[config.mk]
export PLATFORM = sky130hd
export DESIGN_NAME = header_q_word_encoder
export DESIGN_NICKNAME = d
export VERILOG_FILES = /design/src/sv/hqe_pkg.sv /design/src/sv/hqe_classify.sv /design/src/sv/hqe_emit.sv /design/src/sv/header_q_word_encoder.sv
export SDC_FILE = /design/constraint.sdc
export NUM_CORES = 1
export LEC_CHECK = 0
export BUFFER_PORTS_ARGS = -buffer_cell sky130_fd_sc_hd__clkbuf_2
export CORE_MARGIN = 5
export CORE_UTILIZATION = 55
export CTS_BUF_LIST = sky130_fd_sc_hd__clkbuf_16
export CTS_CLUSTER_SIZE = 12
export DETAILED_ROUTE_END_ITERATION = 6
export PLACE_DENSITY = 0.82
export SYNTH_ARGS = -nofsm -noshare
export SYNTH_HDL_FRONTEND = slang
export SYNTH_SLANG_ARGS = --single-unit
[constraint.sdc]
create_clock -name clk -period 2.6 [get_ports clk]
set_input_delay 0.39 -clock clk [delete_from_list [all_inputs] [get_ports clk]]
set_output_delay 0.39 -clock clk [all_outputs]
set_load 0.01 [all_outputs]
[src/sv/hqe_pkg.sv]
// Shared types, character constants and helpers for the header Q-word encoder.
package hqe_pkg;

	localparam int LEN_W = 4;

	localparam logic [7:0] CH_SPACE = 8'h20;
	localparam logic [7:0] CH_EQUALS = 8'h3D;
	localparam logic [7:0] CH_QMARK = 8'h3F;
	localparam logic [7:0] CH_UNDERSCORE = 8'h5F;
	localparam logic [7:0] CH_UPPER_Q = 8'h51;
	localparam logic [7:0] CH_CTRL_TOP = 8'h1F;
	localparam logic [7:0] CH_DEL = 8'h7F;
	localparam logic [7:0] CH_DIGIT0 = 8'h30;
	localparam logic [7:0] CH_UPPER_A = 8'h41;

	localparam logic REG_CHARSET_BYTES = 1'b0;
	localparam logic REG_CHARSET_LENGTH = 1'b1;

	localparam logic [LEN_W-1:0] CHARSET_LENGTH_RESET = 4'd5;

	// What one input byte turns into
	typedef struct packed {
		logic [7:0] data;
		logic       header;
		logic       escape;
		logic       trailer;
	} hqe_plan_t;

	typedef enum logic [3:0] {
		STEP_HDR_EQ,
		STEP_HDR_OPEN,
		STEP_CHARSET,
		STEP_HDR_SEP,
		STEP_HDR_Q,
		STEP_HDR_CLOSE,
		STEP_BODY,
		STEP_HEX_HI,
		STEP_HEX_LO,
		STEP_TRL_Q,
		STEP_TRL_EQ
	} hqe_step_t;

	function automatic logic [7:0] hex_char(input logic [3:0] nib);
		if (nib < 4'd10) begin
			hex_char = CH_DIGIT0 + {4'd0, nib};
		end else begin
			hex_char = CH_UPPER_A + {4'd0, nib} - 8'd10;
		end
	endfunction

endpackage

[src/sv/hqe_classify.sv]
// Byte classification and phase tracking for the header Q-word encoder.
module hqe_classify import hqe_pkg::*; (
	input  logic       clk,
	input  logic       arst_n,
	input  logic       accept,
	input  logic [7:0] in_byte,
	input  logic       in_last,
	output hqe_plan_t  plan
);

	logic encoding_q;
	logic all_blank_q;
	logic safe;
	logic go;
	logic enc_now;

	always_comb begin
		safe = (in_byte > CH_CTRL_TOP) && (in_byte < CH_DEL) && (in_byte != CH_EQUALS)
			&& (in_byte != CH_QMARK) && (in_byte != CH_UNDERSCORE);
		// a string of spaces only gets its final space encoded
		go = !encoding_q && (!safe || (all_blank_q && in_byte == CH_SPACE && in_last));
		enc_now = encoding_q || go;
		plan.data = in_byte;
		plan.header = go;
		plan.escape = enc_now && (!safe || in_byte == CH_SPACE);
		plan.trailer = enc_now && in_last;
	end

	always_ff @(posedge clk or negedge arst_n) begin
		if (!arst_n) begin
			encoding_q <= 1'b0;
			all_blank_q <= 1'b1;
		end else if (accept) begin
			if (in_last) begin
				encoding_q <= 1'b0;
				all_blank_q <= 1'b1;
			end else begin
				encoding_q <= enc_now;
				if (!encoding_q && safe && in_byte != CH_SPACE) begin
					all_blank_q <= 1'b0;
				end
			end
		end
	end

endmodule

[src/sv/hqe_emit.sv]
// Character sequencer and output register for the header Q-word encoder.
module hqe_emit import hqe_pkg::*; #(
	parameter int CHARSET_MAX = 8
) (
	input  logic                           clk,
	input  logic                           arst_n,
	input  logic                           in_valid,
	output logic                           in_ready,
	input  hqe_plan_t                      plan,
	input  logic [CHARSET_MAX-1:0][7:0]    cs_bytes,
	input  logic [LEN_W-1:0]               cs_len,
	output logic                           out_valid,
	input  logic                           out_ready,
	output logic [7:0]                     out_char,
	output logic                           run_end
);

	localparam int IDX_W = (CHARSET_MAX > 1) ? $clog2(CHARSET_MAX) : 1;

	hqe_plan_t        item_q;
	logic             item_valid_q;
	hqe_step_t        step_q;
	hqe_step_t        step_d;
	logic [IDX_W-1:0] cs_idx_q;
	logic [IDX_W-1:0] cs_idx_d;
	logic             out_valid_q;
	logic [7:0]       out_char_q;
	logic             run_end_q;
	logic [7:0]       ch;
	logic             final_ch;
	logic             adv;
	logic             load;

	assign adv = item_valid_q && (!out_valid_q || out_ready);
	assign in_ready = !item_valid_q || (adv && final_ch);
	assign load = in_valid && in_ready;

	always_comb begin
		step_d = step_q;
		cs_idx_d = cs_idx_q;
		ch = item_q.data;
		final_ch = 1'b0;
		case (step_q)
			STEP_HDR_EQ: begin
				ch = CH_EQUALS;
				step_d = STEP_HDR_OPEN;
			end
			STEP_HDR_OPEN: begin
				ch = CH_QMARK;
				step_d = (cs_len == '0) ? STEP_HDR_SEP : STEP_CHARSET;
			end
			STEP_CHARSET: begin
				ch = cs_bytes[cs_idx_q];
				cs_idx_d = cs_idx_q + 1'b1;
				if (LEN_W'(cs_idx_q) + 1'b1 == cs_len) begin
					step_d = STEP_HDR_SEP;
				end
			end
			STEP_HDR_SEP: begin
				ch = CH_QMARK;
				step_d = STEP_HDR_Q;
			end
			STEP_HDR_Q: begin
				ch = CH_UPPER_Q;
				step_d = STEP_HDR_CLOSE;
			end
			STEP_HDR_CLOSE: begin
				ch = CH_QMARK;
				step_d = STEP_BODY;
			end
			STEP_BODY: begin
				if (item_q.escape) begin
					ch = CH_EQUALS;
					step_d = STEP_HEX_HI;
				end else begin
					ch = item_q.data;
					if (item_q.trailer) begin
						step_d = STEP_TRL_Q;
					end else begin
						final_ch = 1'b1;
					end
				end
			end
			STEP_HEX_HI: begin
				ch = hex_char(item_q.data[7:4]);
				step_d = STEP_HEX_LO;
			end
			STEP_HEX_LO: begin
				ch = hex_char(item_q.data[3:0]);
				if (item_q.trailer) begin
					step_d = STEP_TRL_Q;
				end else begin
					final_ch = 1'b1;
				end
			end
			STEP_TRL_Q: begin
				ch = CH_QMARK;
				step_d = STEP_TRL_EQ;
			end
			STEP_TRL_EQ: begin
				ch = CH_EQUALS;
				final_ch = 1'b1;
			end
			default: begin
				final_ch = 1'b1;
			end
		endcase
	end

	always_ff @(posedge clk or negedge arst_n) begin
		if (!arst_n) begin
			item_valid_q <= 1'b0;
			step_q <= STEP_BODY;
			cs_idx_q <= '0;
		end else if (load) begin
			item_valid_q <= 1'b1;
			step_q <= plan.header ? STEP_HDR_EQ : STEP_BODY;
			cs_idx_q <= '0;
		end else if (adv) begin
			// drop the item once its final character is out
			if (final_ch) begin
				item_valid_q <= 1'b0;
			end
			step_q <= step_d;
			cs_idx_q <= cs_idx_d;
		end
	end

	always_ff @(posedge clk) begin
		if (load) begin
			item_q <= plan;
		end
	end

	always_ff @(posedge clk or negedge arst_n) begin
		if (!arst_n) begin
			out_valid_q <= 1'b0;
		end else if (adv) begin
			out_valid_q <= 1'b1;
		end else if (out_ready) begin
			out_valid_q <= 1'b0;
		end
	end

	always_ff @(posedge clk) begin
		if (adv) begin
			out_char_q <= ch;
			run_end_q <= final_ch;
		end
	end

	assign out_valid = out_valid_q;
	assign out_char = out_char_q;
	assign run_end = run_end_q;

`ifndef NO_ASSERTIONS
	a_load_holds_item: assert property (@(posedge clk) disable iff (!arst_n)
		in_valid && in_ready |=> item_valid_q)
		else $error("accepted byte not held by sequencer");

	a_charset_in_range: assert property (@(posedge clk) disable iff (!arst_n)
		item_valid_q && step_q == STEP_CHARSET |-> LEN_W'(cs_idx_q) < cs_len)
		else $error("charset index beyond configured length");

	a_run_continues: assert property (@(posedge clk) disable iff (!arst_n)
		out_valid && out_ready && !run_end |=> out_valid)
		else $error("run broken before its final character");

	a_trailer_only_when_planned: assert property (@(posedge clk) disable iff (!arst_n)
		item_valid_q && (step_q == STEP_TRL_Q || step_q == STEP_TRL_EQ) |-> item_q.trailer)
		else $error("trailer emitted for a byte that needs none");
`endif

endmodule

[src/sv/header_q_word_encoder.sv]
// Top level of the header Q-word encoder: configuration registers and wiring.
//
//  channel  | handshake            | payload
//  ---------+----------------------+--------------------------------
//  input    | in_valid / in_ready  | in_byte, in_last
//  output   | out_valid / out_ready| out_char, run_end
//  config   | cfg_en (write only)  | cfg_index, cfg_data
//
// One output character per cycle while out_ready is high; a byte yields 1 when
// copied, 3 when escaped, plus 5 + charset length for the opening header and 2
// for "?=" - 1 to 18 characters, all from the single character sequencer.
// The next byte is taken in the cycle its predecessor's last character moves
// into the output register; one-character bytes stream at one per cycle unless
// stalled, and a stalled output holds its character and the sequencer. Reset
// clears phase, sequencer and output valid flag; charset length resets to five.
module header_q_word_encoder import hqe_pkg::*; #(
	parameter int CHARSET_MAX = 8
) (
	input  logic        clk,
	input  logic        arst_n,
	input  logic        cfg_en,
	input  logic        cfg_index,
	input  logic [63:0] cfg_data,
	input  logic        in_valid,
	output logic        in_ready,
	input  logic [7:0]  in_byte,
	input  logic        in_last,
	output logic        out_valid,
	input  logic        out_ready,
	output logic [7:0]  out_char,
	output logic        run_end
);

	logic [CHARSET_MAX-1:0][7:0] cs_bytes_q;
	logic [LEN_W-1:0]            cs_len_q;
	logic [LEN_W-1:0]            cs_len_eff;
	hqe_plan_t                   plan;

	always_ff @(posedge clk or negedge arst_n) begin
		if (!arst_n) begin
			cs_bytes_q <= '0;
			cs_len_q <= CHARSET_LENGTH_RESET;
		end else if (cfg_en) begin
			case (cfg_index)
				REG_CHARSET_BYTES: cs_bytes_q <= cfg_data[CHARSET_MAX*8-1:0];
				REG_CHARSET_LENGTH: cs_len_q <= cfg_data[LEN_W-1:0];
				default: cs_len_q <= cs_len_q;
			endcase
		end
	end

	// clamp to the stored charset width
	assign cs_len_eff = (cs_len_q > LEN_W'(CHARSET_MAX)) ? LEN_W'(CHARSET_MAX) : cs_len_q;

	hqe_classify u_classify (
		.clk     (clk),
		.arst_n  (arst_n),
		.accept  (in_valid && in_ready),
		.in_byte (in_byte),
		.in_last (in_last),
		.plan    (plan)
	);

	hqe_emit #(
		.CHARSET_MAX (CHARSET_MAX)
	) u_emit (
		.clk       (clk),
		.arst_n    (arst_n),
		.in_valid  (in_valid),
		.in_ready  (in_ready),
		.plan      (plan),
		.cs_bytes  (cs_bytes_q),
		.cs_len    (cs_len_eff),
		.out_valid (out_valid),
		.out_ready (out_ready),
		.out_char  (out_char),
		.run_end   (run_end)
	);

endmodule
### Word level (Yosys, flattened, before mapping)

Cells that the tools add are included.

| operators by class | value |
|---|---|
| $add $sub $neg | 8 |
| magnitude comparators | 6 |
| eq/ne operators | 17 |
| mux-type cells | 29 |
| bitwise operators | 1 |
| reductions and logical operators | 40 |

Operators by type and width:

| cell | number |
|---|---|
| 8-bit case mux with 7 select lines | 1 |
| 4-bit case mux with 10 select lines | 1 |
| 8-bit 2-to-1 mux | 4 |
| 8-bit binary-select mux with 3-bit select | 1 |
| 4-bit 2-to-1 mux | 6 |
| 8-bit by 6-bit inequality test with 1-bit output (second input constant) | 3 |
| 7-bit by 4-bit adder with 8-bit output (first input constant) | 2 |
| 4-bit by 3-bit equality test with 1-bit output (second input constant) | 4 |
| 8-bit by 4-bit subtractor with 8-bit output (second input constant) | 2 |
| 6-bit by 4-bit adder with 7-bit output (first input constant) | 2 |
| 1-bit logical AND | 14 |
| 4-bit equality test (second input constant) | 3 |
| 3-bit 2-to-1 mux | 4 |
| 1-bit 2-to-1 mux | 11 |
| 11-bit nonzero test | 1 |
| 2-bit AND reduction | 5 |
| 2-bit nonzero test | 5 |
| 4-bit by 2-bit equality test with 1-bit output (second input constant) | 2 |
| 8-bit by 6-bit equality test with 1-bit output (second input constant) | 1 |
| 8-bit by 5-bit greater-than comparator with 1-bit output (second input constant) | 1 |
| 4-bit zero test | 2 |
| 4-bit < comparator (second input constant) | 2 |
| 8-bit by 7-bit < comparator with 1-bit output (second input constant) | 1 |
| 8-bit by 7-bit inequality test with 1-bit output (second input constant) | 1 |
| other kinds (15) | 22 |

| word-level totals | value |
|---|---|
| register bits | 98 |
| word-level logic and storage cells | 121 |

### Depth between registers and ports, before layout

Gate-level depths: netlist of the first run.

| logic depth | value |
|---|---|
| depth after elaboration | 10 |
| depth in mapped cells | 8 |

### Hierarchy

Synthesis of the first run repeated with hierarchy kept, for this count alone.

| second synthesis, totals | value |
|---|---|
| cell total of the unflattened synthesis | 413 |
| area, all modules | 5527.8 um^2 |

Modules (own cells, without submodules):

| module | times used | cells an instance | area each (um^2) | sequential area each (um^2) |
|---|---|---|---|---|
| header_q_word_encoder | 1 | 150 | 2881.5 | 1704.1 |
| hqe_emit | 1 | 230 | 2391.0 | 798.3 |
| hqe_classify | 1 | 33 | 255.2 | 51.3 |

### Least setup slack after synthesis of the first run

No wires, ideal clock.

| path | value |
|---|---|
| kind | flip-flop to flip-flop |
| start point | reg u_emit.step_q[2] |
| end point | reg u_emit.out_char_q[2] (netlist: u_emit.out_char[2]), data pin |
| library setup time | 261 ps |
| data arrival time | 1756 ps |
| data required time | 2339 ps |
| setup slack | 582 ps |
| stages on the path, launching flop included | 7 |
| path buffers | 1 |
| period minus slack after synthesis | 2018 ps |
| cell sequence | dfstp_2 clkbuf_1 nor3_1 a2111oi_0 o22ai_1 o31ai_1 nand2_1 |

| between the ends | value |
|---|---|
| cells in the longest elaborated chain, start to end | 3 |
| elaborated cells between the ends (all ways) | 14 |
| classes of those cells | 10 x eq/ne; 1 x mux; 3 x reduce/logical |

RTL lines:

| what | RTL line | RTL |
|---|---|---|
| from (decl) | hqe_emit.sv:22 | `hqe_step_t step_q;` |
| from (signal assigned) | hqe_emit.sv:117 | `step_q <= plan.header ? STEP_HDR_EQ : STEP_BODY;` |
| from (signal assigned) | hqe_emit.sv:124 | `step_q <= step_d;` |
| 4-bit by 1-bit equality test with 1-bit output, or another cell as far along | hqe_emit.sv:43 | `case (step_q)` |
| 4-bit OR reduction (no line) or 2-bit OR reduction (tied branches) | n/a |  |
| 8-bit case mux with 7 select lines * | hqe_emit.sv:43 |  |
| named net u_emit.ch[2] | hqe_emit.sv:29 | `logic [7:0] ch;` |
| to (signal assigned) | hqe_emit.sv:147 | `out_char_q <= ch;` |
| to (decl) | hqe_emit.sv:27 | `logic [7:0] out_char_q;` |

The timed path passes the listed nets; every way through them passes the cells marked *.
A chain may end at the register's enable or synchronous reset.

### Worst setup path after layout of the first run

Same ends and word-level chain as after synthesis.

==> results of run 1 <==
where the power goes:
group          leakage (nW)  internal (W)  total (W)  switching, W
combinational          1.27      0.000874    0.00183      0.000961
sequential             1.10       0.00197    0.00235      0.000380
clock                 0.152      0.000757    0.00136      0.000600
through the flow:
stage	utilization [%]	power (W)	hold WS (ns)	instances	cell area [µm²]
after floorplan	-	0.003554	0.09441	410	4999
after global placement	63.34	0.004112	0.4862	593	5578
after detailed placement	63.34	0.004161	0.4921	593	5578
after global routing	66.78	0.005859	0.2593	609	5881
final	66.78	0.005541	0.2126	609	5881
after CTS	66.78	0.005535	0.2450	609	5881
layer usage:
layer | vias up | wire [µm]
met1 | 1776 | 5211
li1 | 1694 | -
met2 | 133 | 5738
met5 | - | 0
met4 | 0 | 379
met3 | 32 | 732
kinds of logic (layout without fill, tap and decap cells):
family | after synthesis | in the layout | share of synthesized area [%]
AND/OR/NAND/NOR | 93 | 93 | 10.06
flip-flops | 98 | 98 | 51.09
adder cells (fa/ha/maj) | 4 | 4 | 0.9513
multiplexers | 96 | 96 | 23.45
XOR/XNOR | 4 | 4 | 1.001
buffers and inverters | 39 | 130 | 3.254
AO/OA/AOI/OAI | 76 | 76 | 10.19
placed cells by master (no fill, tap or decap), types with 4 or more instances in the layout:
master,n
mux2_2,69
a211oi_1,4
nand3_1,5
clkbuf_16,9
edfxtp_1,19
inv_1,13
a21oi_1,13
mux2i_1,17
nor2b_1,9
clkbuf_2,88
dfstp_2,5
dfrtp_1,74
o21ai_0,19
nand2b_1,6
a31oi_1,7
a21o_1,6
nor3_1,6
mux4_2,10
buf_4,12
nor2_1,20
nand2_1,23
how the worst min path moves through the flow:
stage	to	slack, ns	depth (start not counted)
4_1_cts	cs_bytes_q[30]	0.25	1
2_1_floorplan	cs_bytes_q[0]	0.09	0
3_3_place_gp	cs_bytes_q[44]	0.49	1
6_report	cs_bytes_q[55]	0.21	1
3_5_place_dp	cs_bytes_q[22]	0.49	1
5_1_grt	u_emit.item_valid_q	0.26	3
registers in the layout, indices dropped and copies added, names as in the netlist:
register and cells:
cs_bytes_q 64, u_emit.item_valid_q 1, u_emit.out_char 8, u_emit.cs_idx_q 3, u_emit.out_valid 1, u_emit.run_end 1, u_emit.item_q 10, u_classify.all_blank_q 1
u_classify.encoding_q 1, u_emit.step_q 4, cs_len_q 4
worst reg2reg max path: stages (launching register included):
cell       delay [ns]
dfstp_2          0.78
nor3_1           0.09
a2111oi_0        0.50
buf_4            0.21
o22ai_1          0.13
o31ai_1          0.29
nand2_1          0.12
final cells by class:
class                           instances  area, µm²  area share, %
Clock buffer                            9      225.2          3.830
Clock inverter                          7      77.57          1.319
Inverter                               13      48.80         0.8298
Multi-Input combinational cell        273       2290          38.94
Sequential cell                        98       2554          43.43
Tap cell                              108      135.1          2.298
Timing Repair Buffer                  101      550.5          9.362
==> flow_metrics.env, run 1 <==
export IMPL_outcome="completed"
export IMPL_worstPathRequired_ns=2.67
export IMPL_dieArea_um2=11090
export IMPL_critical_path_depth=6
export IMPL_numCtsBuffers=9
export IMPL_fillers=670
export IMPL_track_usage_pct=22.70
export IMPL_slew_viol_final=0
export IMPL_r2r_start="u_emit.step_q[2]"
export IMPL_synthesis_nets=492
export IMPL_synthArstFlopShare_pct=80.61
export IMPL_fin_nets=578
export IMPL_yosysWarnings=0
export IMPL_min_period_ns=2.388
export IMPL_r2r_end="u_emit.out_char[2]"
export IMPL_use_met2_pct=35.93
export IMPL_syn_cell_area_um2=4999
export IMPL_dp_hpwl_um=8586
export IMPL_crit_buf_inv=1
export IMPL_fin_skew_ns=0.005556
export IMPL_grt_pass1_wl_um=19900
export IMPL_crit_start="u_emit.step_q[2]"
export IMPL_ff2ff_path_depth=6
export IMPL_wire_per_inst_um=19.80
export IMPL_yosysTopAreaCell="dfrtp_1"
export IMPL_overflow=0
export IMPL_vias=3635
export IMPL_tritoncts="built"
export IMPL_grt_use_met1_pct=30.47
export IMPL_end_kind="flip-flop"
export IMPL_yosysUniqueCellTypes=58
export IMPL_htreeDepth=3
export IMPL_hold_viol=0
export IMPL_gp_congestion=0.9419
export IMPL_detail_route_antenna_nets=0
export IMPL_start_kind="flip-flop"
export IMPL_start_util_pct=56.76
export IMPL_cp_max_fo=24
export IMPL_ff2ff_setup_slack_ns=0.21
export IMPL_p_leak_nw=2.521
export IMPL_crit_family="compound AO/OA/AOI/OAI gates"
export IMPL_post_cts_resized=0
export IMPL_final_setup_tns_ns=0
export IMPL_avgSynthCellArea_um2=12.19
export IMPL_rows=34
export IMPL_finalCritPeriodShare_pct=91.86
export IMPL_cts_buffer_depth=2
export IMPL_fmax_mhz=418.7
export IMPL_rsz0062_at_grt="false"
export IMPL_synth_top_area_share_pct=37.05
export IMPL_finalSetupViolCount=0
export IMPL_synth_area_leaders="dfrtp_1, mux2_2, edfxtp_1"
export IMPL_hold_buffers=0
export IMPL_antenna_found_initial=0
export IMPL_syn_to_final_growth_pct=17.65
export IMPL_drc=0
export IMPL_clkLatencyLatePin_ns=0.34
export IMPL_grt_met3_usage_pct=4.707
export IMPL_routed_wl_um=12060
export IMPL_clk_pin_slew_ns=0.07
export IMPL_clock_sinks=98
export IMPL_io_pins=90
export IMPL_synth_edf_count=19
export IMPL_drive_above_1_share_pct=41.12
export IMPL_tightest_slew_ns=0.9910
export IMPL_drt_iter0_drc=216
export IMPL_critPathMaxStageDelay_ns=0.78
export IMPL_vdd_drop_max_mv=0.3934
export IMPL_slowest_stage="dfstp_2"
export IMPL_n_antenna_cell=0
export IMPL_yosysSeqAreaShare_pct=51.09
export IMPL_ys_flop_type="dfrtp_1"
export IMPL_crit_chain="nor3_1, a2111oi_0, buf_4, o22ai_1, o31ai_1, nand2_1"
export IMPL_crit_path_end="u_emit.out_char[2]"
export IMPL_yosysMostFrequentCell="dfrtp_1"
export IMPL_synth_common_cells="dfrtp_1, mux2_2, nand2_1, nor2_1"
export IMPL_dr_pass1_iters=4
export IMPL_vias_per_cell=5.969
export IMPL_grt_pass1_vias=3850
export IMPL_pre_cts_ws_ns=0.3218
export IMPL_grt_busiest_layer="met2"
export IMPL_syn_inst=410
export IMPL_chipWidth_um=105.3
export IMPL_hp_class="in -> async"
export IMPL_p_per_area_nw_per_um2=942.3
export IMPL_core_um2=8806
export IMPL_setup_slack_ns=0.2116
export IMPL_critical_path_class="reg -> reg"
export IMPL_max_cap_violations=0
export IMPL_synth_seq_cells=98
export IMPL_max_slew_margin_pct=33.93
export IMPL_clockRootBuffer="clkbuf_16"
export IMPL_arrival_ns=2.46
export IMPL_post_cts_buffers=0
export IMPL_grt_start_max_net_pins=80
export IMPL_port_buffers=89
export IMPL_die_h_um=105.3
Note: power is estimated with default switching activity, not from simulation.
==> run 2: changes to the inputs <==
==> constraint.sdc (replaced) <==
create_clock -name clk -period 2.4 [get_ports clk]
set_input_delay 0.36 -clock clk [delete_from_list [all_inputs] [get_ports clk]]
set_output_delay 0.36 -clock clk [all_outputs]
set_load 0.01 [all_outputs]
==> run 2 against run 1 <==
Fmax increased by 7.4%. Total power is 8.2% higher. Sequential share of layout area is 0.34 points lower. Register-to-register slack got worse by 0.03 ns. Global-route usage is 0.17 points higher. Via count is 3.3% higher. Clock-buffer cell count unchanged. Critical path depth stayed put. Flip-flop and latch count did not move. Setup slack lost 0.035 ns. Sequential power increased by 6%.
==> flow_metrics.env, run 2 (synthesized netlist as in run 1, its figures left out) <==
export IMPL_drc=0
export IMPL_dr_pass1_iters=5
export IMPL_fin_nets=585
export IMPL_final_common_cell="clkbuf_2"
export IMPL_largest_register_ffs=64
export IMPL_worstPathRequired_ns=2.62
export IMPL_clk_pin_slew_ns=0.07
export IMPL_vias=3755
export IMPL_fillers=677
export IMPL_fmax_mhz=449.8
export IMPL_finalPower_w=0.005996
export IMPL_hold_viol=0
export IMPL_rsz0062_at_grt="false"
export IMPL_cts_buffer_depth=2
export IMPL_syn_to_final_growth_pct=18.57
export IMPL_outcome="completed"
export IMPL_htreeDepth=3
export IMPL_clockRootBuffer="clkbuf_16"
export IMPL_p_per_area_nw_per_um2=1012
export IMPL_drt_iter0_drc=289
export IMPL_numCtsBuffers=9
export IMPL_grt_pass1_vias=3851
export IMPL_io_pins=90
export IMPL_max_slew_margin_pct=60.46
export IMPL_ff2ff_setup_slack_ns=0.18
export IMPL_overflow=0
export IMPL_clock_sinks=98
export IMPL_max_cap_violations=0
export IMPL_gp_congestion=0.9191
export IMPL_track_usage_pct=22.86
export IMPL_post_cts_resized=0
export IMPL_final_setup_tns_ns=0
export IMPL_min_period_ns=2.223
export IMPL_dp_hpwl_um=9159
export IMPL_die_h_um=105.3
export IMPL_finalCritPeriodShare_pct=92.63
export IMPL_vias_per_cell=6.096
export IMPL_critical_path_class="reg -> reg"
export IMPL_finalSetupViolCount=0
export IMPL_slew_viol_final=0
export IMPL_start_kind="flip-flop"
export IMPL_hold_worst_slack_ns=0.004624
export IMPL_grt_start_max_net_pins=65
export IMPL_core_um2=8806
export IMPL_tritoncts="built"
export IMPL_rows=34
export IMPL_detail_route_antenna_nets=0
export IMPL_dieArea_um2=11090
export IMPL_tightest_slew_ns=0.5931
export IMPL_end_kind="flip-flop"
export IMPL_port_buffers=89
export IMPL_hp_class="in -> async"
export IMPL_fin_skew_ns=0.01009
export IMPL_chipWidth_um=105.3
export IMPL_n_antenna_cell=0
export IMPL_hold_buffers=0
export IMPL_wire_per_inst_um=19.76
export IMPL_cp_max_fo=11
export IMPL_arrival_ns=2.44
export IMPL_layout_common_cells="clkbuf_2, dfrtp_1, mux2_2"
export IMPL_start_util_pct=56.76
export IMPL_antenna_found_initial=0
export IMPL_post_cts_buffers=0
export IMPL_drive_above_1_share_pct=41.93
export IMPL_grt_pass1_wl_um=19980
export IMPL_clkLatencyLatePin_ns=0.34
export IMPL_routed_wl_um=12170
export IMPL_vdd_drop_max_mv=0.4360
export IMPL_ff2ff_path_depth=6
export IMPL_p_leak_nw=2.548
export IMPL_top_register="cs_bytes_q"
run 2: final timing paths:
path | from | endpoint
max in group asynchronous | arst_n | u_emit.step_q[2]
min | arst_n | cs_bytes_q[39]
max reg2reg | u_emit.cs_idx_q[0] | u_emit.step_q[0]
min in group clk | in_valid | u_emit.item_valid_q
max | u_emit.cs_idx_q[0] | u_emit.step_q[0]
min reg2reg | cs_bytes_q[6] | cs_bytes_q[6]
run 2: critical path, stage by stage, from the launching register on:
cell and delay (ns):
dfrtp_1 0.65, ha_1 0.31, xor3_1 0.23, a2111oi_0 0.27, o21ai_0 0.15, o21bai_1 0.20, a221oi_1 0.30
run 2: report_power, final:
part / switching [W] / internal, W / total (W) / leakage (nW)
Combinational: 0.00112 / 0.000987 / 0.00210 / 1.30
Sequential: 0.000347 / 0.00213 / 0.00248 / 1.10
Clock: 0.000678 / 0.000732 / 0.00141 / 0.145
Total: 0.00214 / 0.00385 / 0.00600 / 2.55
run 2: per-layer routing:
metal,global-route usage [%],wire [µm]
met1,32.50,5196
met2,35.47,5935
met5,0,0
met4,7.123,281
met3,4.768,757
run 2: layout make-up:
cell class / count / area, µm² / share of cell area, %
Timing Repair Buffer: 108 / 603.1 / 10.18
Clock buffer: 9 / 225.2 / 3.800
Inverter: 13 / 48.80 / 0.8233
Tap cell: 108 / 135.1 / 2.280
Clock inverter: 7 / 71.32 / 1.203
Sequential cell: 98 / 2554 / 43.09
Multi-Input combinational cell: 273 / 2290 / 38.63
run 2: per-stage QoR:
stage               util (%)  worst slack [ns]  std cells  area, µm²
detailed placement     63.94            0.2824        600       5630
global placement       63.94            0.2323        600       5630
CTS                    67.31            0.2407        616       5927
finish                 67.31            0.1769        616       5927
global route           67.31           0.04789        616       5927
floorplan                  -            0.3824        410       4999
==> run 3: changes to the inputs <==
--- a/config.mk
+++ b/config.mk
@@ -12,6 +12,7 @@
 export CTS_CLUSTER_SIZE = 12
 export DETAILED_ROUTE_END_ITERATION = 6
 export PLACE_DENSITY = 0.82
+export RECOVER_POWER = 50
 export SYNTH_ARGS = -nofsm -noshare
 export SYNTH_HDL_FRONTEND = slang
 export SYNTH_SLANG_ARGS = --single-unit
==> run 3 against run 2 <==
First-iteration DRC count decreased by 7.3%. Non-clock buffer count is the same. Highest routed layer unchanged. The flow now finishes with violations (max-capacitance violations, max-slew violations). Largest power group unchanged. Sequential power barely moved. Setup slack better by 0.050 ns. Critical path depth stayed put. Sequential share of layout area increased by 0.35 points. Clock-buffer cell count stayed put. Flip-flop and latch count unchanged. Critical endpoint unchanged. Hold slack better by 0.22 ns. Register-to-register slack gained 0.05 ns. Critical path type unchanged. Largest cell class unchanged.
==> flow_metrics.env, run 3 (synthesized netlist as in run 1, its figures left out) <==
export IMPL_arrival_ns=2.40
export IMPL_final_setup_tns_ns=0
export IMPL_clkLatencyLatePin_ns=0.34
export IMPL_antenna_found_initial=0
export IMPL_clockRootBuffer="clkbuf_16"
export IMPL_outcome="finished with violations"
export IMPL_grt_pass1_vias=3851
export IMPL_hold_buffers=0
export IMPL_dieArea_um2=11090
export IMPL_routed_wl_um=12220
export IMPL_cp_max_fo=11
export IMPL_cts_buffer_depth=2
export IMPL_overflow=0
export IMPL_max_slew_margin_pct=-2.865
export IMPL_vdd_drop_max_mv=0.4369
export IMPL_chipWidth_um=105.3
export IMPL_post_dp_cell_area_um2=5630
export IMPL_largest_register_ffs=64
export IMPL_syn_to_final_growth_pct=17.62
export IMPL_critical_path_class="reg -> reg"
export IMPL_drc=0
export IMPL_grt_start_max_net_pins=65
export IMPL_vias=3725
export IMPL_port_buffers=89
export IMPL_drt_iter0_drc=268
export IMPL_io_pins=90
export IMPL_start_util_pct=56.76
export IMPL_tritoncts="built"
export IMPL_clk_pin_slew_ns=0.08
export IMPL_final_common_cell="clkbuf_2"
export IMPL_fillers=686
export IMPL_start_kind="flip-flop"
export IMPL_grt_pass1_wl_um=19980
export IMPL_fin_skew_ns=0.01040
export IMPL_end_kind="flip-flop"
export IMPL_drive_above_1_share_pct=38.98
export IMPL_track_usage_pct=22.86
export IMPL_wire_per_inst_um=19.84
export IMPL_rsz0062_at_grt="false"
export IMPL_min_period_ns=2.173
export IMPL_finalSetupViolCount=0
export IMPL_p_per_area_nw_per_um2=1020
export IMPL_dr_pass1_iters=6
export IMPL_hold_viol=0
export IMPL_layout_common_cells="clkbuf_2, dfrtp_1, mux2_2"
export IMPL_finalCritPeriodShare_pct=90.53
export IMPL_max_cap_violations=1
export IMPL_post_cts_resized=0
export IMPL_fin_nets=585
export IMPL_core_um2=8806
export IMPL_n_antenna_cell=0
export IMPL_final_cell_area_um2=5879
export IMPL_post_cts_buffers=0
export IMPL_vias_per_cell=6.047
export IMPL_slew_viol_final=65
export IMPL_detail_route_antenna_nets=0
export IMPL_numCtsBuffers=9
export IMPL_violations="max-capacitance violations, max-slew violations"
export IMPL_rows=34
export IMPL_dp_hpwl_um=9159
export IMPL_top_register="cs_bytes_q"
export IMPL_tightest_slew_ns=1.543
export IMPL_ff2ff_setup_slack_ns=0.23
export IMPL_p_leak_nw=2.499
export IMPL_gp_congestion=0.9191
export IMPL_htreeDepth=3
export IMPL_worstPathRequired_ns=2.62
export IMPL_hp_class="in -> reg"
export IMPL_clock_sinks=98
export IMPL_die_h_um=105.3
export IMPL_hold_worst_slack_ns=0.2242
export IMPL_fmax_mhz=460.3
==> run 3: changes by cell type in the layout (fill, tap and decap cells not counted), sizes merged <==
cell / delta
buf: -5
clkbuf: +5
==> run 3: final timing paths <==
kind / from / to / cells after the start
max in group asynchronous: arst_n / cs_bytes_q[59] / 2
setup reg to reg: u_emit.cs_idx_q[0] / u_emit.step_q[0] / 6
hold reg to reg: cs_bytes_q[6] / cs_bytes_q[6] / 1
setup / recovery: u_emit.cs_idx_q[0] / u_emit.step_q[0] / 6
min in group asynchronous: arst_n / cs_bytes_q[55] / 1
hold / removal: in_valid / u_emit.item_valid_q / 3
==> run 3: cell type report <==
cell class                      count  area, µm²  area share [%]
Clock inverter                      7      71.32           1.213
Clock buffer                        9      225.2           3.831
Multi-Input combinational cell    273       2282           38.82
Sequential cell                    98       2554           43.43
Tap cell                          108      135.1           2.298
Timing Repair Buffer              108      563.0           9.577
Inverter                           13      48.80          0.8300
==> run 3: routing by layer <==
metal  GRT usage (%)  vias up  share of wire [%]
met3           4.768       22                6.1
met1           32.50     1851                 43
met2           35.47      146                 49
li1                -     1706                  -
met5               0        -                  0
met4           7.123        0                2.0
==> run 3: report_power, final <==
part	internal [W]	switching, W
combinational	0.000982	0.00112
clock	0.000733	0.000681
sequential	0.00213	0.000347
==> run 3: critical path: stages, from the launching register on <==
cell       delay [ns]
dfrtp_1          0.65
ha_1             0.30
xor3_1           0.23
a2111oi_0        0.26
o21ai_0          0.15
o21bai_1         0.20
a221oi_1         0.28
==> run 3: through the flow <==
| stage | setup WS (ns) | power (W) | std cells | utilization (%) |
|---|---|---|---|---|
| finish | 0.2273 | 0.005996 | 616 | 66.77 |
| global route | 0.04790 | 0.006339 | 616 | 66.77 |
| CTS | 0.2407 | 0.006001 | 616 | 67.31 |
| detailed placement | 0.2824 | 0.004576 | 600 | 63.94 |
| global placement | 0.2323 | 0.004512 | 600 | 63.94 |
| floorplan | 0.3824 | 0.003850 | 410 | - |
